`src/rtl/blo_pkg.sv`:
```
`timescale 1ns / 1ps
`default_nettype none

package blo_pkg;

    localparam int VALUE_W  = 32;
    localparam int CMD_W    = 3;
    localparam int STATUS_W = 3;
    localparam int COUNT_W  = 5;
    localparam int OUT_W    = 40;

    // command codes carried in the input tuser
    typedef enum logic [CMD_W-1:0] {
        CMD_INS_FRONT = 3'd0,
        CMD_INS_END   = 3'd1,
        CMD_INS_MID   = 3'd2,
        CMD_REMOVE    = 3'd3,
        CMD_SEARCH    = 3'd4,
        CMD_SHOW      = 3'd5
    } cmd_t;

    // result status carried in the output tuser
    typedef enum logic [STATUS_W-1:0] {
        ST_DONE  = 3'd0,
        ST_FULL  = 3'd1,
        ST_MISS  = 3'd2,
        ST_HIT   = 3'd3,
        ST_EMPTY = 3'd4
    } status_t;

    typedef enum logic [2:0] {
        OP_NOP,
        OP_INSERT,
        OP_REMOVE,
        OP_SEARCH,
        OP_SHOW
    } op_t;

    typedef enum logic [1:0] {
        POS_FRONT,
        POS_END,
        POS_MID
    } where_t;

    typedef struct packed {
        op_t                op;
        where_t             where;
        logic [VALUE_W-1:0] value;
    } job_t;

    typedef enum logic [2:0] {
        B_IDLE,
        B_SCAN,
        B_SHIFT_UP,
        B_SHIFT_DOWN,
        B_SHOW,
        B_RESULT
    } state_t;

endpackage

`default_nettype wire

```
`src/rtl/blo_front.sv`:
```
`timescale 1ns / 1ps
`default_nettype none

module blo_front
(
    input  wire logic                         clk,
    input  wire logic                         rst_n,
    input  wire logic                         s_axis_tvalid,
    output logic                              s_axis_tready,
    input  wire logic [blo_pkg::VALUE_W-1:0]  s_axis_tdata,
    input  wire logic [blo_pkg::CMD_W-1:0]    s_axis_tuser,
    output logic                              job_valid,
    input  wire logic                         job_ready,
    output blo_pkg::job_t                     job
);

    // two-entry queue of decoded jobs
    blo_pkg::job_t q_reg [2];
    logic          wr_ptr_reg;
    logic          wr_ptr_next;
    logic          rd_ptr_reg;
    logic          rd_ptr_next;
    logic [1:0]    count_reg;
    logic [1:0]    count_next;
    logic          push;
    logic          pop;
    blo_pkg::job_t decoded;

    // classify the command
    always_comb
    begin
        decoded.value = s_axis_tdata;
        decoded.where = blo_pkg::POS_FRONT;
        case (blo_pkg::cmd_t'(s_axis_tuser))
            blo_pkg::CMD_INS_FRONT:
            begin
                decoded.op = blo_pkg::OP_INSERT;
            end
            blo_pkg::CMD_INS_END:
            begin
                decoded.op    = blo_pkg::OP_INSERT;
                decoded.where = blo_pkg::POS_END;
            end
            blo_pkg::CMD_INS_MID:
            begin
                decoded.op    = blo_pkg::OP_INSERT;
                decoded.where = blo_pkg::POS_MID;
            end
            blo_pkg::CMD_REMOVE: decoded.op = blo_pkg::OP_REMOVE;
            blo_pkg::CMD_SEARCH: decoded.op = blo_pkg::OP_SEARCH;
            blo_pkg::CMD_SHOW:   decoded.op = blo_pkg::OP_SHOW;
            default:             decoded.op = blo_pkg::OP_NOP;
        endcase
    end

    assign s_axis_tready = (count_reg != 2'd2);
    assign job_valid     = (count_reg != 2'd0);
    assign job           = q_reg[rd_ptr_reg];
    assign push          = s_axis_tvalid && s_axis_tready;
    assign pop           = job_valid && job_ready;

    always_comb
    begin
        wr_ptr_next = push ? ~wr_ptr_reg : wr_ptr_reg;
        rd_ptr_next = pop ? ~rd_ptr_reg : rd_ptr_reg;
        count_next  = count_reg + 2'(push) - 2'(pop);
    end

    always_ff @(posedge clk or negedge rst_n)
    begin
        if (!rst_n)
        begin
            wr_ptr_reg <= 1'b0;
            rd_ptr_reg <= 1'b0;
            count_reg  <= 2'd0;
        end
        else
        begin
            wr_ptr_reg <= wr_ptr_next;
            rd_ptr_reg <= rd_ptr_next;
            count_reg  <= count_next;
        end
    end

    always_ff @(posedge clk)
    begin
        if (push)
        begin
            q_reg[wr_ptr_reg] <= decoded;
        end
    end

endmodule

`default_nettype wire

```
`src/rtl/blo_back.sv`:
```
`timescale 1ns / 1ps
`default_nettype none

module blo_back
#(
    parameter int DEPTH = 16
)
(
    input  wire logic                          clk,
    input  wire logic                          rst_n,
    input  wire logic                          job_valid,
    output logic                               job_ready,
    input  wire blo_pkg::job_t                 job,
    output logic                               m_axis_tvalid,
    input  wire logic                          m_axis_tready,
    output logic [blo_pkg::OUT_W-1:0]          m_axis_tdata,
    output logic [blo_pkg::STATUS_W-1:0]       m_axis_tuser,
    output logic                               m_axis_tlast
);

    localparam int AW = (DEPTH > 1) ? $clog2(DEPTH) : 1;
    localparam int CW = $clog2(DEPTH + 1);

    logic [blo_pkg::VALUE_W-1:0] mem [DEPTH];

    blo_pkg::state_t  state_reg;
    blo_pkg::state_t  state_next;
    logic [CW-1:0]    fill_reg;
    logic [CW-1:0]    fill_next;
    logic [CW-1:0]    idx_reg;
    logic [CW-1:0]    idx_next;
    logic             tag_valid_reg;
    logic             tag_valid_next;
    logic [CW-1:0]    tag_addr_reg;
    logic [CW-1:0]    tag_addr_next;
    logic [CW-1:0]    pos_reg;
    logic [CW-1:0]    pos_next;
    logic [blo_pkg::VALUE_W-1:0] val_reg;
    logic [blo_pkg::VALUE_W-1:0] val_next;
    logic             remove_reg;
    logic             remove_next;
    blo_pkg::status_t status_reg;
    blo_pkg::status_t status_next;
    logic [blo_pkg::VALUE_W-1:0] rdata_reg;

    logic             out_valid_reg;
    logic             out_valid_next;
    blo_pkg::status_t out_status_reg;
    blo_pkg::status_t out_status_next;
    logic [blo_pkg::VALUE_W-1:0] out_value_reg;
    logic [blo_pkg::VALUE_W-1:0] out_value_next;
    logic [blo_pkg::COUNT_W-1:0] out_count_reg;
    logic [blo_pkg::COUNT_W-1:0] out_count_next;
    logic             out_last_reg;
    logic             out_last_next;

    logic             mem_we;
    logic [AW-1:0]    mem_waddr;
    logic [blo_pkg::VALUE_W-1:0] mem_wdata;
    logic             mem_re;
    logic [AW-1:0]    mem_raddr;

    logic             slot_free;
    logic             is_full;
    logic             is_empty;
    logic             hit;
    logic             more_scan;
    logic             more_up;
    logic             more_down;
    logic             show_last;
    logic [CW-1:0]    idx_plus;
    logic [CW-1:0]    idx_minus;
    logic [CW-1:0]    half;
    logic [CW-1:0]    ins_pos;

    assign slot_free = !out_valid_reg || m_axis_tready;
    assign is_full   = (fill_reg == CW'(DEPTH));
    assign is_empty  = (fill_reg == '0);
    assign hit       = tag_valid_reg && (rdata_reg == val_reg);
    assign idx_plus  = idx_reg + CW'(1);
    assign idx_minus = idx_reg - CW'(1);
    assign more_scan = (idx_reg < fill_reg);
    assign more_up   = (idx_reg > pos_reg);
    assign more_down = (idx_plus < fill_reg);
    assign show_last = (idx_plus == fill_reg);
    assign half      = fill_reg >> 1;

    // middle slot is max(1, n/2), or 0 on an empty list
    always_comb
    begin
        case (job.where)
            blo_pkg::POS_END:   ins_pos = fill_reg;
            blo_pkg::POS_MID:
            begin
                if (is_empty)
                    ins_pos = '0;
                else if (half == '0)
                    ins_pos = CW'(1);
                else
                    ins_pos = half;
            end
            default:            ins_pos = '0;
        endcase
    end

    // next state
    always_comb
    begin
        state_next = state_reg;
        case (state_reg)
            blo_pkg::B_IDLE:
            begin
                if (job_valid)
                begin
                    case (job.op)
                        blo_pkg::OP_INSERT:
                            state_next = is_full ? blo_pkg::B_RESULT : blo_pkg::B_SHIFT_UP;
                        blo_pkg::OP_REMOVE, blo_pkg::OP_SEARCH:
                            state_next = is_empty ? blo_pkg::B_RESULT : blo_pkg::B_SCAN;
                        blo_pkg::OP_SHOW:
                            state_next = is_empty ? blo_pkg::B_RESULT : blo_pkg::B_SHOW;
                        default:
                            state_next = blo_pkg::B_RESULT;
                    endcase
                end
            end
            blo_pkg::B_SCAN:
            begin
                if (hit)
                    state_next = remove_reg ? blo_pkg::B_SHIFT_DOWN : blo_pkg::B_RESULT;
                else if (!tag_valid_reg && !more_scan)
                    state_next = blo_pkg::B_RESULT;
            end
            blo_pkg::B_SHIFT_UP:
            begin
                if (!more_up && !tag_valid_reg)
                    state_next = blo_pkg::B_RESULT;
            end
            blo_pkg::B_SHIFT_DOWN:
            begin
                if (!more_down && !tag_valid_reg)
                    state_next = blo_pkg::B_RESULT;
            end
            blo_pkg::B_SHOW:
            begin
                if (slot_free && show_last)
                    state_next = blo_pkg::B_IDLE;
            end
            blo_pkg::B_RESULT:
            begin
                if (slot_free)
                    state_next = blo_pkg::B_IDLE;
            end
            default: state_next = blo_pkg::B_IDLE;
        endcase
    end

    // datapath and memory control
    always_comb
    begin
        job_ready       = 1'b0;
        fill_next       = fill_reg;
        idx_next        = idx_reg;
        tag_valid_next  = tag_valid_reg;
        tag_addr_next   = tag_addr_reg;
        pos_next        = pos_reg;
        val_next        = val_reg;
        remove_next     = remove_reg;
        status_next     = status_reg;
        out_valid_next  = out_valid_reg && !m_axis_tready;
        out_status_next = out_status_reg;
        out_value_next  = out_value_reg;
        out_count_next  = out_count_reg;
        out_last_next   = out_last_reg;
        mem_we          = 1'b0;
        mem_waddr       = '0;
        mem_wdata       = '0;
        mem_re          = 1'b0;
        mem_raddr       = '0;

        case (state_reg)
            blo_pkg::B_IDLE:
            begin
                job_ready      = 1'b1;
                val_next       = job.value;
                tag_valid_next = 1'b0;
                idx_next       = '0;
                status_next    = blo_pkg::ST_DONE;
                case (job.op)
                    blo_pkg::OP_INSERT:
                    begin
                        pos_next = ins_pos;
                        idx_next = fill_reg;
                        if (is_full)
                            status_next = blo_pkg::ST_FULL;
                    end
                    blo_pkg::OP_REMOVE, blo_pkg::OP_SEARCH:
                    begin
                        remove_next = (job.op == blo_pkg::OP_REMOVE);
                        if (is_empty)
                            status_next = blo_pkg::ST_MISS;
                    end
                    blo_pkg::OP_SHOW:
                    begin
                        if (is_empty)
                            status_next = blo_pkg::ST_EMPTY;
                        else
                            mem_re = job_valid;
                    end
                    default: status_next = blo_pkg::ST_DONE;
                endcase
            end
            blo_pkg::B_SCAN:
            begin
                if (hit)
                begin
                    tag_valid_next = 1'b0;
                    idx_next       = tag_addr_reg;
                    status_next    = remove_reg ? blo_pkg::ST_DONE : blo_pkg::ST_HIT;
                end
                else
                begin
                    if (more_scan)
                    begin
                        mem_re         = 1'b1;
                        mem_raddr      = idx_reg[AW-1:0];
                        tag_valid_next = 1'b1;
                        tag_addr_next  = idx_reg;
                        idx_next       = idx_plus;
                    end
                    else
                    begin
                        tag_valid_next = 1'b0;
                    end
                    if (!tag_valid_reg && !more_scan)
                        status_next = blo_pkg::ST_MISS;
                end
            end
            blo_pkg::B_SHIFT_UP:
            begin
                if (tag_valid_reg)
                begin
                    mem_we    = 1'b1;
                    mem_waddr = tag_addr_reg[AW-1:0];
                    mem_wdata = rdata_reg;
                end
                if (more_up)
                begin
                    mem_re         = 1'b1;
                    mem_raddr      = idx_minus[AW-1:0];
                    tag_valid_next = 1'b1;
                    tag_addr_next  = idx_reg;
                    idx_next       = idx_minus;
                end
                else
                begin
                    tag_valid_next = 1'b0;
                    if (!tag_valid_reg)
                    begin
                        mem_we      = 1'b1;
                        mem_waddr   = pos_reg[AW-1:0];
                        mem_wdata   = val_reg;
                        fill_next   = fill_reg + CW'(1);
                        status_next = blo_pkg::ST_DONE;
                    end
                end
            end
            blo_pkg::B_SHIFT_DOWN:
            begin
                if (tag_valid_reg)
                begin
                    mem_we    = 1'b1;
                    mem_waddr = tag_addr_reg[AW-1:0];
                    mem_wdata = rdata_reg;
                end
                if (more_down)
                begin
                    mem_re         = 1'b1;
                    mem_raddr      = idx_plus[AW-1:0];
                    tag_valid_next = 1'b1;
                    tag_addr_next  = idx_reg;
                    idx_next       = idx_plus;
                end
                else
                begin
                    tag_valid_next = 1'b0;
                    if (!tag_valid_reg)
                    begin
                        fill_next   = fill_reg - CW'(1);
                        status_next = blo_pkg::ST_DONE;
                    end
                end
            end
            blo_pkg::B_SHOW:
            begin
                if (slot_free)
                begin
                    out_valid_next  = 1'b1;
                    out_status_next = blo_pkg::ST_DONE;
                    out_value_next  = rdata_reg;
                    out_count_next  = 5'(fill_reg);
                    out_last_next   = show_last;
                    if (!show_last)
                    begin
                        mem_re    = 1'b1;
                        mem_raddr = idx_plus[AW-1:0];
                        idx_next  = idx_plus;
                    end
                end
            end
            blo_pkg::B_RESULT:
            begin
                if (slot_free)
                begin
                    out_valid_next  = 1'b1;
                    out_status_next = status_reg;
                    out_value_next  = '0;
                    out_count_next  = 5'(fill_reg);
                    out_last_next   = 1'b1;
                end
            end
            default: job_ready = 1'b0;
        endcase
    end

    always_ff @(posedge clk or negedge rst_n)
    begin
        if (!rst_n)
        begin
            state_reg     <= blo_pkg::B_IDLE;
            fill_reg      <= '0;
            tag_valid_reg <= 1'b0;
            out_valid_reg <= 1'b0;
        end
        else
        begin
            state_reg     <= state_next;
            fill_reg      <= fill_next;
            tag_valid_reg <= tag_valid_next;
            out_valid_reg <= out_valid_next;
        end
    end

    always_ff @(posedge clk)
    begin
        idx_reg        <= idx_next;
        tag_addr_reg   <= tag_addr_next;
        pos_reg        <= pos_next;
        val_reg        <= val_next;
        remove_reg     <= remove_next;
        status_reg     <= status_next;
        out_status_reg <= out_status_next;
        out_value_reg  <= out_value_next;
        out_count_reg  <= out_count_next;
        out_last_reg   <= out_last_next;
    end

    // entry store, one write and one registered read per cycle
    always_ff @(posedge clk)
    begin
        if (mem_we)
        begin
            mem[mem_waddr] <= mem_wdata;
        end
        if (mem_re)
        begin
            rdata_reg <= mem[mem_raddr];
        end
    end

    assign m_axis_tvalid = out_valid_reg;
    assign m_axis_tuser  = out_status_reg;
    assign m_axis_tdata  = {3'b000, out_count_reg, out_value_reg};
    assign m_axis_tlast  = out_last_reg;

endmodule

`default_nettype wire

```
`src/rtl/bounded_ordered_list_engine.sv`:
```
// insert moves the entries from the insert slot onward up by one and then writes the new value,
// search scans from the front until a hit, remove scans the same way and then shifts the tail down,
// display streams the entries from the front, one entry per cycle while the output takes them
// throughput: one command at a time in the back end, set by the one-entry-per-cycle
// walk of the entry store; a two-entry command queue and the output register decouple the sides
// reset clears the entry count, the command queue and the output register
// the entry store itself is not cleared and holds no valid bits
`timescale 1ns / 1ps
`default_nettype none

module bounded_ordered_list_engine
#(
    parameter int DEPTH = 16
)
(
    input  wire logic                          clk,
    input  wire logic                          rst_n,
    // command side
    input  wire logic                          s_axis_tvalid,
    output logic                               s_axis_tready,
    input  wire logic [blo_pkg::VALUE_W-1:0]   s_axis_tdata,   // item_value
    input  wire logic [blo_pkg::CMD_W-1:0]     s_axis_tuser,   // command
    // result side
    output logic                               m_axis_tvalid,
    input  wire logic                          m_axis_tready,
    output logic [blo_pkg::OUT_W-1:0]          m_axis_tdata,   // entry_value, entry_count, zero pad
    output logic [blo_pkg::STATUS_W-1:0]       m_axis_tuser,   // status
    output logic                               m_axis_tlast    // last_of_run
);

    // decoded job handed from the front queue to the back sequencer
    logic          job_valid;
    logic          job_ready;
    blo_pkg::job_t job;

    // front: takes command transfers, decodes them and queues up to two
    blo_front u_front
    (
        .clk           (clk),
        .rst_n         (rst_n),
        .s_axis_tvalid (s_axis_tvalid),
        .s_axis_tready (s_axis_tready),
        .s_axis_tdata  (s_axis_tdata),
        .s_axis_tuser  (s_axis_tuser),
        .job_valid     (job_valid),
        .job_ready     (job_ready),
        .job           (job)
    );

    // back: walks the entry store for scans and shifts, streams results
    blo_back
    #(
        .DEPTH (DEPTH)
    )
    u_back
    (
        .clk           (clk),
        .rst_n         (rst_n),
        .job_valid     (job_valid),
        .job_ready     (job_ready),
        .job           (job),
        .m_axis_tvalid (m_axis_tvalid),
        .m_axis_tready (m_axis_tready),
        .m_axis_tdata  (m_axis_tdata),
        .m_axis_tuser  (m_axis_tuser),
        .m_axis_tlast  (m_axis_tlast)
    );

    // an empty-list result is a single final transfer with no entries held
    assert property (@(posedge clk) disable iff (!rst_n)
        (m_axis_tvalid && (m_axis_tuser == blo_pkg::ST_EMPTY))
        |-> (m_axis_tlast && (m_axis_tdata[36:32] == 5'd0)))
    else $error("empty result not final or count nonzero");

    // only display streams several results, all of them with done status
    assert property (@(posedge clk) disable iff (!rst_n)
        (m_axis_tvalid && !m_axis_tlast) |-> (m_axis_tuser == blo_pkg::ST_DONE))
    else $error("non-final result with status other than done");

    // the reported count never passes the list bound
    assert property (@(posedge clk) disable iff (!rst_n)
        m_axis_tvalid |-> ((DEPTH > 31) || (m_axis_tdata[36:32] <= 5'(DEPTH))))
    else $error("entry count above depth");

    // a refused insert happens only on a full list
    assert property (@(posedge clk) disable iff (!rst_n)
        (m_axis_tvalid && (m_axis_tuser == blo_pkg::ST_FULL))
        |-> ((DEPTH > 31) || (m_axis_tdata[36:32] == 5'(DEPTH))))
    else $error("insert refused on a list that is not full");

endmodule

`default_nettype wire

```
`config.mk`:
```
export PLATFORM = sky130hd
export DESIGN_NAME = bounded_ordered_list_engine
export DESIGN_NICKNAME = d
export VERILOG_FILES = /design/src/rtl/blo_pkg.sv /design/src/rtl/blo_front.sv /design/src/rtl/blo_back.sv /design/src/rtl/bounded_ordered_list_engine.sv
export SDC_FILE = /design/constraint.sdc
export NUM_CORES = 1
export LEC_CHECK = 0
export BUFFER_PORTS_ARGS = -buffer_cell sky130_fd_sc_hd__buf_2
export CELL_PAD_IN_SITES_DETAIL_PLACEMENT = 1
export CELL_PAD_IN_SITES_GLOBAL_PLACEMENT = 1
export CORE_AREA = 2 2 214 259
export CTS_CLUSTER_DIAMETER = 100
export DETAILED_ROUTE_END_ITERATION = 12
export DIE_AREA = 0 0 216 261
export GPL_TIMING_DRIVEN = 0
export PLACE_DENSITY_LB_ADDON = 0.15
export RECOVER_POWER = 50
export SETUP_SLACK_MARGIN = 0.4
export SKIP_LAST_GASP = 1
export SLEW_MARGIN = 20
export SYNTH_ARGS = -nofsm -noshare
export SYNTH_HDL_FRONTEND = slang
export SYNTH_SLANG_ARGS = --single-unit
```
`constraint.sdc`:
```
create_clock -name clk -period 6.45 [get_ports clk]
set_input_delay 0.9675 -clock clk [delete_from_list [all_inputs] [get_ports clk]]
set_output_delay 0.9675 -clock clk [all_outputs]
set_load 0.03 [all_outputs]
```
# After elaboration in Yosys (flattened, before gate mapping)

Memory sizes are Yosys's and may differ from the RTL's. A register that Yosys moved wholly into a read port is not among the register bits.
Cells that the tools add are included.

$add $sub $neg: 6
$lt $le $gt $ge: 3
Eq/ne operators: 37
Muxes and demuxes: 91
Bitwise operators: 2
Reduce and logical (&&, ||, !) cells: 37

Operators with widths:

| kind                | number |
|---|---|
| $mux 32             | 5 |
| $pmux 32 s2         | 2 |
| $mux 5              | 16 |
| $mux 3              | 17 |
| $mux 4              | 10 |
| $eq 32x32->1        | 1 |
| $pmux 5 s5          | 1 |
| $pmux 3 s4          | 2 |
| $mux 1              | 22 |
| $pmux 5 s2          | 2 |
| $eq 3x2->1 const B  | 6 |
| $ne 2x1->1 const B  | 9 |
| $pmux 3 s3          | 2 |
| $pmux 3 s6          | 1 |
| $pmux 4 s4          | 1 |
| $eq 3x3->1 const B  | 5 |
| $pmux 5 s3          | 1 |
| $ne 2x2->1 const B  | 7 |
| $reduce_and 6->1    | 2 |
| $add 5x1->5 const B | 2 |
| $logic_not 5->1     | 2 |
| $lt 5x5->1          | 2 |
| $reduce_and 5->1    | 2 |
| $sub 5x1->5 const B | 2 |
| other kinds (30)    | 54 |

Register bits: 106
Memory bits (writable): 586
Memories: 2

Memory list:

| name          | words | bits a word | rd ports | clocked after memory_dff | wr ports | RTL line        | RTL |
|---|---|---|---|---|---|---|---|
| u_back.mem    | 16    | 32          | 1        | 1                        | 1        | blo_back.sv:24  | `logic [blo_pkg::VALUE_W-1:0] mem [DEPTH];` |
| u_front.q_reg | 2     | 37          | 1        | 0                        | 1        | blo_front.sv:18 | `blo_pkg::job_t q_reg [2];` |

# Longest topological paths before layout

Gate-level depths: netlist of run 1.

Depth after elaboration: 6
Depth in mapped cells: 17
Depth with buffers taken out: 13

# By module

A second synthesis of run 1 with hierarchy kept.

Cells, all modules: 2157
Area total of the unflattened synthesis: 29971.2 um2

Modules (own cells, without submodules):

| module    | times used | cells each | area an instance (um2) | sequential area each (um2) |
|---|---|---|---|---|
| blo_back  | 1          | 2016       | 26968.4                | 19348.6 |
| blo_front | 1          | 141        | 3002.9                 | 2322.2 |

# Worst setup path after synthesis of run 1

Ideal clock, no wire load.

Kind: reg-to-reg
Start: reg u_back.idx_reg[4]
End: mem u_back.mem[10][0] (netlist name) (enable)
Library setup time: 0.421 ns
Arrival time: 3.452 ns
Required time: 6.029 ns
Slack: 2.577 ns
Stages on the path, launching flop included: 11
Buffers on the path: 1
Path through: edfxtp_1 > ha_1 > and3_1 > a211oi_2 > a21o_1 > and3b_1 > clkbuf_1 > nand2_1 > o21ai_0 > nand2_1 > nor2_1

Cells in the longest elaborated chain, start to end: 5

RTL lines:

| item                         | RTL line        | RTL |
|---|---|---|
| start, declared              | blo_back.sv:30  | `logic [CW-1:0] idx_reg;` |
| start signal, assigned       | blo_back.sv:346 | `idx_reg <= idx_next;` |
| $gt 5x5->1 (*)               | blo_back.sv:83  | `assign more_up = (idx_reg > pos_reg);` |
| $mux 1                       | blo_back.sv:247 | `if (more_up)` |
| $pmux 1 s2                   | blo_back.sv:181 | `case (state_reg)` |
| $mux 1                       | blo_back.sv:361 | `if (mem_we)` |
| $mux 1 (not written as such) | blo_back.sv:363 | `mem[mem_waddr] <= mem_wdata;` |
| end, declared                | blo_back.sv:24  |  |

Every way passes the cells marked *; elsewhere a longest branch is shown, timed or not.

# Worst setup path in the final report of run 1

Start: reg u_back.rdata_reg[27] (netlist name), read port of u_back.mem
End: reg u_back.rdata_reg[11] (netlist name), read port of u_back.mem (data pin)

Cells in the longest elaborated chain, start to end: 4

RTL lines:

| item                                            | RTL line        | RTL |
|---|---|---|
| start, declared                                 | blo_back.sv:44  | `logic [blo_pkg::VALUE_W-1:0] rdata_reg;` |
| $eq 32x32->1 (*)                                | blo_back.sv:79  | `assign hit = tag_valid_reg && (rdata_reg == val_reg);` |
| $logic_and 1x1->1 (*)                           | blo_back.sv:79  |  |
| $mux 1 / $mux 4 (equally long branches)         | blo_back.sv:215 | `if (hit)` |
| $pmux 1 s5 / $pmux 4 s4 (equally long branches) | blo_back.sv:181 |  |

Marked as above.
A chain may end at the register's enable or synchronous reset.

==> flow_summary.yaml, run 1 <==
synthesis:
  synth_compound_area_share_pct: 13.9
  synthArstFlopShare_pct: 1.93
  yosysSeqAreaShare_pct: 71.2
  netlist-cell-type-count: 72
  synthCells: 1948
  synth_edf_count: 710
  yosys.area_share.simple_pct: 4.56
  yosys.area_share.xor_xnor_pct: 1.32
  netlist_area_mm2: 0.0305
  yosysTopAreaCellShare_pct: 70.0
  synth_top_family_by_area: "compound AO/OA/AOI/OAI gates"
  synthTopCellsByArea: "edfxtp_1 (70%), o211ai_1 (3.3%), o211a_1 (2.7%)"
  synth.area.mux_share_pct: 4.65
  ys_warn_count: 0
  ys_seq_elements: 724
  synth_top_area_cell: "edfxtp_1"
  avgSynthCellArea_um2: 15.6
  synthAdderAreaFrac_pct: 1.05
  synth-main-ff-cell: "edfxtp_1"
critical_path:
  reg2reg_depth: 12
  regToRegSetupSlack_ns: 0.46
  r2r_start: "u_back.rdata_reg[27]"
  cp_slowest_stage_delay_ns: 1.07
  critPathTopFamily: "buffers and inverters"
  startpoint_type: "flip-flop"
  crit_chain: "xnor2_1 > nand4_1 > nor4_1 > and3_1 > clkbuf_1 > buf_4 > clkbuf_1 > buf_2 > o211ai_1 > o211ai_1 > a21oi_1 > a211oi_1"
  path_buf_inv: 4
  r2r_end: "u_back.rdata_reg[11]"
  worstSetupEndpointType: "flip-flop"
  crit_type: "flip-flop to flip-flop"
  worstPathMaxFanout: 10
  critPathSlowestCell: "a211oi_1"
  cp_data_arrival_time_ns: 6.24
  worstPathRequired_ns: 6.70
floorplanning:
  die-area_mm2: 0.0564
  fp.dieH_um: 261
  start_util_pct: 56.3
  ios: 85
  coreArea_mm2: 0.0541
  dieWidth_um: 216
  std_cell_rows: 94
sta:
  relSlewSlack_pct: -28.2
  period_minus_slack_ns: 5.99
  hold_ws_ns: 0.448
  fin_crit_sh_pct: 92.9
  skew_ns: 0.0284
  setup-tns-final_ns: 0
  tightestPinTransition_ns: 1.92
  rsz0062_at_grt: "no"
  setup_viol: 0
  hold_viol_final: 0
  timing.fmax_mhz: 167
  slew_viol_final: 140
clock_tree:
  postCtsHoldBufs: 0
  clkSinkCount: 724
  numCtsBuffers: 74
  cts_root_buf: "clkbuf_16"
  htree_levels: 3
  cts_resized: 0
  clockBufferDepth: 3
  worstSkewPairLatency_ns: 0.63
  post-cts-setup-buffers: 0
  tritoncts: "built"
  path_clk_slew_ns: 0.07
layout:
  layout_common_cells: "edfxtp_1 (710), clkbuf_1 (156), o211ai_1 (133)"
  n_fill_cell: 4883
  finalNetCount: 2190
  layout.cells.most_common: "edfxtp_1"
  syn_to_final_growth_pct: 13.1
  final_util_pct: 63.7
  largest_register_ff_count: 512
  drive_above_1_share_pct: 12.1
  instances_no_fill: 2904
drt:
  route.detailed.drc: 0
  dr.pass1.iters: 5
  drtIter0Drc: 2218
  wl_um: 93700
  postRouteAntennaNets: 0
  wl_per_cell_um: 32.3
  viasPerCell: 6.69
  vias: 19400
run:
  cap_violations: 9
power:
  power.density_mw_per_mm2: 519
  peakVddDrop_mv: 0.372
  total_power_mw: 17.9
  leakagePower_nw: 12.7
place:
  dpl.cell_count: 2770
  numPortBuffers: 81
  place_congestion: 0.893
  dp_hpwl_um: 63600
grt:
  use_met3_pct: 6.86
  grtUsageMet2_pct: 57.2
  grt_max_degree: 33
  grt_overflow: 0
  grt_use_met1_pct: 42.0
  grt_first_pass_wirelength_um: 137000
  antenna_found_initial: 7
  grt_pass1_vias: 20500
  grt_busiest_layer: "met2"
  grt_util_all_layers_pct: 33.5
hold_path:
  hp-class: "input port to asynchronous set/reset pin"
status:
  violations: "max-capacitance violations, max-slew violations"
  status: "finished with violations"
-- layer usage --
metal | wire, um | vias up
li1 | - | 8086
met1 | 35400 | 10100
met2 | 46900 | 986
met3 | 7460 | 250
met4 | 3990 | 4
met5 | 27 | -
-- worst max path at each step --
| stage | startpoint | to | cells after the start |
|---|---|---|---|
| after global placement | u_back.idx_reg[4] | u_back.mem[3][10] | 9 |
| after CTS | u_back.idx_reg[0] | u_back.rdata_reg[11] | 16 |
| after detailed placement | u_back.idx_reg[0] | u_back.rdata_reg[11] | 16 |
| final | u_back.rdata_reg[27] | u_back.rdata_reg[11] | 12 |
| after floorplan | u_back.idx_reg[4] | u_back.mem[10][0] | 10 |
| after global routing | u_back.rdata_reg[27] | u_back.rdata_reg[11] | 12 |
-- power by group --
group          internal [mW]  switching [mW]
sequential              6.10           0.456
clock                   2.44            1.84
combinational           2.04            5.01
-- cells by family after synthesis --
| kind of cell | Yosys count |
|---|---|
| AOI/OAI and AO/OA | 524 |
| xor gates and xnor gates | 46 |
| adders and majority gates | 25 |
| buffers and inverters | 227 |
| DFF | 724 |
| muxes | 122 |
| other | 1 |
| and+or+nand+nor | 279 |
-- cells in the mapped netlist (6+ instances only) --
cell and number:
a311o_1 30, nand2b_1 7, and2_1 38, xor2_1 7, a21oi_1 45, nand4_1 27, ha_1 24, buf_4 14
o21ai_0 18, a211oi_1 90, mux4_2 10, a211o_1 42, xnor2_1 39, clkbuf_1 70, a22o_1 33, a22oi_1 8
nand3_1 11, inv_1 88, nor2b_1 6, nand2_1 105, o211ai_1 133, mux2i_1 56, nor2_1 50, and3_1 6
mux2_2 53, buf_2 36, nor3_1 7, dfrtp_1 14, edfxtp_1 710, o211a_1 81, buf_1 11
-- stage by stage --
stage | setup slack (ns) | cell area [um2]
2_1_floorplan | 2.58 | 30500
3_3_place_gp | 0.668 | 31800
3_5_place_dp | 1.25 | 32300
4_1_cts | 1.17 | 34700
5_1_grt | 0.642 | 34400
6_report | 0.459 | 34500
-- area by class of cell --
type / count / area, um2 / share of cell area, %
diodes: 4 / 10.0 / 0.0291
plain buffers: 139 / 682 / 1.98
clock buffers: 89 / 1950 / 5.66
clock inverters: 41 / 412 / 1.19
inverters: 88 / 330 / 0.959
multi-input cells: 999 / 7790 / 22.6
flip-flops and latches: 724 / 21700 / 62.9
well taps: 720 / 901 / 2.61
repair buffers: 100 / 703 / 2.04
(Power assumes the default switching activity.)
==> inputs of run 2 (changes only) <==
--- a/config.mk
+++ b/config.mk
@@ -5,6 +5,7 @@
 export SDC_FILE = /design/constraint.sdc
 export NUM_CORES = 1
 export LEC_CHECK = 0
+export ABC_AREA = 0
 export BUFFER_PORTS_ARGS = -buffer_cell sky130_fd_sc_hd__buf_2
 export CELL_PAD_IN_SITES_DETAIL_PLACEMENT = 1
 export CELL_PAD_IN_SITES_GLOBAL_PLACEMENT = 1
@@ -13,7 +14,7 @@
 export DETAILED_ROUTE_END_ITERATION = 12
 export DIE_AREA = 0 0 216 261
 export GPL_TIMING_DRIVEN = 0
-export PLACE_DENSITY_LB_ADDON = 0.15
+export PLACE_DENSITY_LB_ADDON = 0.05
 export RECOVER_POWER = 50
 export SETUP_SLACK_MARGIN = 0.4
 export SKIP_LAST_GASP = 1
==> flow_summary.yaml, run 2 (same netlist as run 1, synthesis figures left out) <==
status:
  status: "finished with violations"
  violations: "max-capacitance violations, max-slew violations"
drt:
  wl_per_cell_um: 31.2
  viasPerCell: 6.55
  dr.pass1.iters: 7
  wl_um: 90400
  vias: 19000
  route.detailed.drc: 0
  postRouteAntennaNets: 0
  drtIter0Drc: 1989
critical_path:
  cp_slowest_stage_delay_ns: 0.71
  crit_type: "flip-flop to flip-flop"
  critPathSlowestCell: "clkbuf_1"
  crit_chain: "xnor2_1 > nand4_1 > nor4_1 > and3_1 > clkbuf_1 > buf_4 > clkbuf_1 > clkbuf_1 > o211ai_1 > o211ai_1 > a21oi_1 > a211oi_1"
  path_buf_inv: 4
  cpMostUsedCell: "clkbuf_1"
  worstPathMaxFanout: 10
  critPathTopFamily: "buffers and inverters"
  worstPathRequired_ns: 6.77
  cp_data_arrival_time_ns: 6.09
  worstSetupEndpointType: "flip-flop"
  startpoint_type: "flip-flop"
place:
  dpl.cell_count: 2770
  numPortBuffers: 81
  dp_hpwl_um: 62900
  place_congestion: 0.881
hold_path:
  hp-class: "input port to asynchronous set/reset pin"
clock_tree:
  cts_root_buf: "clkbuf_16"
  htree_levels: 3
  cts_resized: 0
  numCtsBuffers: 71
  worstSkewPairLatency_ns: 0.64
  path_clk_slew_ns: 0.06
  postCtsHoldBufs: 0
  clockBufferDepth: 3
  clkSinkCount: 724
  post-cts-setup-buffers: 0
  tritoncts: "built"
sta:
  skew_ns: 0.0301
  fin_crit_sh_pct: 89.4
  tightestPinTransition_ns: 1.81
  setup-tns-final_ns: 0
  setup_viol: 0
  rsz0062_at_grt: "no"
  slew_viol_final: 122
  period_minus_slack_ns: 5.77
  relSlewSlack_pct: -21.1
  timing.fmax_mhz: 173
  hold_viol_final: 0
floorplanning:
  fp.dieH_um: 261
  start_util_pct: 56.3
  std_cell_rows: 94
  dieWidth_um: 216
  ios: 85
  coreArea_mm2: 0.0541
  die-area_mm2: 0.0564
grt:
  grt_util_all_layers_pct: 32.6
  grt_pass1_vias: 20400
  grt_first_pass_wirelength_um: 134000
  grt_max_degree: 33
  grt_overflow: 0
  antenna_found_initial: 2
layout:
  syn_to_final_growth_pct: 12.7
  antennaDiodeCount: 0
  drive_above_1_share_pct: 12.0
  largest_register_ff_count: 512
  n_fill_cell: 4883
  layout.cells.most_common: "edfxtp_1"
  layout_common_cells: "edfxtp_1 (710), clkbuf_1 (163), o211ai_1 (133)"
  instances_no_fill: 2902
  finalNetCount: 2187
run:
  cap_violations: 6
power:
  power.density_mw_per_mm2: 514
  peakVddDrop_mv: 0.351
  leakagePower_nw: 12.6
==> run 2: cell type report <==
cell class                 instances  area, um2  area share (%)
sequential                       724      21700            63.2
timing repair buffer             100        669            1.95
clock buffer                      88       1840            5.36
multi-input combinational        999       7800            22.7
clock inverter                    44        418            1.22
inverter                          88        330           0.963
buffer                           139        682            1.99
tap                              720        901            2.63
==> run 2: layer usage <==
layer / up-vias / global-route usage, % / wire length [um]
met5: - / 0 / 27
met4: 4 / 13.3 / 3280
met3: 173 / 5.47 / 6790
met2: 868 / 55.4 / 45300
met1: 9887 / 42.1 / 35100
li1: 8064 / - / -
==> run 2: worst reg2reg max path: stages (launching register included) <==
cell      delay (ns)
edfxtp_1        0.46
xnor2_1         0.44
nand4_1         0.27
nor4_1          0.51
and3_1          0.28
clkbuf_1        0.53
buf_4           0.36
clkbuf_1        0.72
clkbuf_1        0.70
o211ai_1        0.25
o211ai_1        0.17
a21oi_1         0.13
a211oi_1        0.65
==> run 2: final timing paths <==
path                                            from                      end  slack (ns)  depth (start not counted)
worst max-delay path            u_back.rdata_reg[27]     u_back.rdata_reg[26]        0.68                         12
worst min-delay path                           rst_n      u_back.state_reg[1]        0.44                          1
worst max register to register  u_back.rdata_reg[27]     u_back.rdata_reg[26]        0.68                         12
worst min register to register    u_back.fill_reg[4]  u_back.out_count_reg[4]        0.45                          0
max in group asynchronous                      rst_n      u_back.state_reg[0]        5.47                          1
min in group clk                  u_back.fill_reg[4]  u_back.out_count_reg[4]        0.45                          0
==> run 2: report_power, final <==
group,internal (mW),switching (mW)
sequential,6.10,0.440
combinational,2.05,4.93
clock,2.30,1.83
total,10.4,7.20
==> run 2: per-stage QoR <==
stage	setup slack, ns	area (um2)	utilization [%]	hold slack, ns	power (mW)
after floorplan	2.58	30500	-	0.423	10.6
after global placement	0.657	31800	58.7	0.430	13.2
after detailed placement	1.26	32300	59.7	0.440	13.5
after CTS	1.18	34600	63.9	0.229	17.7
after global routing	0.868	34300	63.4	0.473	18.3
final	0.683	34300	63.4	0.436	17.6
==> inputs of run 3 (changes only) <==
--- a/config.mk
+++ b/config.mk
@@ -6,13 +6,13 @@
 export NUM_CORES = 1
 export LEC_CHECK = 0
 export ABC_AREA = 0
-export BUFFER_PORTS_ARGS = -buffer_cell sky130_fd_sc_hd__buf_2
 export CELL_PAD_IN_SITES_DETAIL_PLACEMENT = 1
 export CELL_PAD_IN_SITES_GLOBAL_PLACEMENT = 1
-export CORE_AREA = 2 2 214 259
+export CORE_AREA = 2 2 213 257
 export CTS_CLUSTER_DIAMETER = 100
 export DETAILED_ROUTE_END_ITERATION = 12
-export DIE_AREA = 0 0 216 261
+export DIE_AREA = 0 0 215 259
+export DONT_BUFFER_PORTS = 1
 export GPL_TIMING_DRIVEN = 0
 export PLACE_DENSITY_LB_ADDON = 0.05
 export RECOVER_POWER = 50
==> flow_summary.yaml, run 3 (same netlist as run 1, synthesis figures left out) <==
critical_path:
  worstPathMaxFanout: 10
  r2r_start: "u_back.rdata_reg[27]"
  regToRegSetupSlack_ns: 0.65
  startpoint_type: "flip-flop"
  reg2reg_depth: 12
  r2r_end: "u_back.rdata_reg[26]"
  cp_data_arrival_time_ns: 6.14
  worstPathRequired_ns: 6.79
  worstSetupEndpointType: "flip-flop"
  crit_type: "flip-flop to flip-flop"
clock_tree:
  cts_resized: 0
  path_clk_slew_ns: 0.07
  cts_root_buf: "clkbuf_16"
  clockBufferDepth: 3
  numCtsBuffers: 70
  post-cts-setup-buffers: 0
  worstSkewPairLatency_ns: 0.63
  clkSinkCount: 724
  htree_levels: 3
  tritoncts: "built"
floorplanning:
  ios: 85
  die-area_mm2: 0.0557
  fp.dieH_um: 259
  dieWidth_um: 215
  start_util_pct: 57.1
  coreArea_mm2: 0.0533
  std_cell_rows: 93
layout:
  layout_common_cells: "edfxtp_1 (710), o211ai_1 (133), nand2_1 (105)"
  layout.cells.most_common: "edfxtp_1"
  finalNetCount: 2106
  drive_above_1_share_pct: 11.8
  syn_to_final_growth_pct: 11.8
  n_fill_cell: 4823
  largest_register_ff_count: 512
  final_util_pct: 63.9
power:
  p_comb_share_pct: 38.0
  power.switching_mw: 7.14
  clkPwrFrac_pct: 23.3
  total_power_mw: 17.6
  swShare_pct: 40.7
  power.density_mw_per_mm2: 516
  seqPwrFrac_pct: 38.7
  intPower_mw: 10.4
  leakagePower_nw: 12.5
  peakVddDrop_mv: 0.472
place:
  pre_cts_ws_ns: 1.18
  place_congestion: 0.889
  dp_hpwl_um: 61000
  numPortBuffers: 0
sta:
  setup_ws_ns: 0.650
  tightestPinTransition_ns: 2.03
  setup_viol: 0
  timing.fmax_mhz: 172
  relSlewSlack_pct: -35.8
  setup-tns-final_ns: 0
  slew_viol_final: 101
  hold_ws_ns: 0.0284
  skew_ns: 0.0299
  period_minus_slack_ns: 5.80
  hold_viol_final: 0
  fin_crit_sh_pct: 89.9
  rsz0062_at_grt: "no"
drt:
  drtIter0Drc: 2033
  wl_um: 89000
  vias: 18500
  dr.pass1.iters: 8
  postRouteAntennaNets: 0
  wl_per_cell_um: 31.7
  route.detailed.drc: 0
  viasPerCell: 6.60
hold_path:
  hp-class: "input port to asynchronous set/reset pin"
grt:
  grt_max_degree: 33
  grt_first_pass_wirelength_um: 131000
  grt_util_all_layers_pct: 32.4
  antenna_found_initial: 5
  grt_pass1_vias: 19900
  grt_overflow: 0
status:
  status: "finished with violations"
  violations: "max-capacitance violations, max-slew violations"
run:
  cap_violations: 6
-- run 3: cell types whose count changed in the layout (fill, tap and decap cells not counted), moves of 3 or more --
cell       previous run  this run
buf_2                48        32
buf_16                4         8
nor2_4                5         9
buf_12               11         8
clkbuf_16            71        74
clkinv_2             14        10
clkbuf_1            163        96
nor2_1               45        41
-- run 3: per-layer routing --
metal | track usage (%) | routed length, um | up-vias
met5 | 0 | 19 | -
met4 | 13.0 | 3330 | 4
met3 | 6.36 | 7290 | 205
met2 | 54.7 | 44100 | 892
met1 | 41.5 | 34300 | 9537
li1 | - | - | 7893
-- run 3: final cells by class --
type / instances / area (um2) / share of cell area [%]
Sequential cell: 724 / 21700 / 63.7
Antenna cell: 1 / 2.50 / 0.00735
Clock inverter: 33 / 302 / 0.886
Clock buffer: 91 / 1930 / 5.66
Buffer: 139 / 682 / 2.00
Tap cell: 712 / 891 / 2.62
Timing Repair Buffer: 20 / 402 / 1.18
Inverter: 88 / 330 / 0.970
Multi-Input combinational cell: 999 / 7840 / 23.0
-- run 3: worst max-delay path: stages, from the launching register on --
cell	delay, ns
edfxtp_1	0.48
xnor2_1	0.49
nand4_1	0.23
nor4_1	0.62
and3_1	0.27
clkbuf_1	0.56
buf_4	0.36
clkbuf_1	0.70
clkbuf_1	0.64
o211ai_1	0.33
o211ai_1	0.17
a21oi_1	0.12
a211oi_1	0.54
-- run 3: repair_timing --
item                       4_1_cts  5_1_grt
hold endpoints to repair         1        0
hold buffers                     1        0
setup endpoints to repair        0        0
-- run 3: how the worst max path moves through the flow --
stage,to,slack [ns],depth (start not counted),start
global placement,u_back.mem[3][15],0.63,9,u_back.idx_reg[4]
global route,u_back.rdata_reg[26],0.74,12,u_back.rdata_reg[27]
detailed placement,u_back.rdata_reg[11],1.18,15,u_back.idx_reg[3]
floorplan,u_back.mem[10][0],2.58,10,u_back.idx_reg[4]
CTS,u_back.rdata_reg[11],1.06,15,u_back.idx_reg[3]
finish,u_back.rdata_reg[26],0.65,12,u_back.rdata_reg[27]
-- run 3: per-stage QoR --
stage	cells	instance area, um2
CTS	2806	34200
finish	2807	34000
floorplan	1950	30500
global route	2806	34000
global placement	2662	31400
detailed placement	2681	31900
-- run 3: power groups by stage --
stage,clock network [mW],logic [mW],registers [mW]
after global placement,0,6.23,6.85
after CTS,4.12,6.64,6.77
final,4.09,6.68,6.78
after detailed placement,0,6.48,6.84
after floorplan,0,3.98,6.66
after global routing,4.26,7.06,6.84
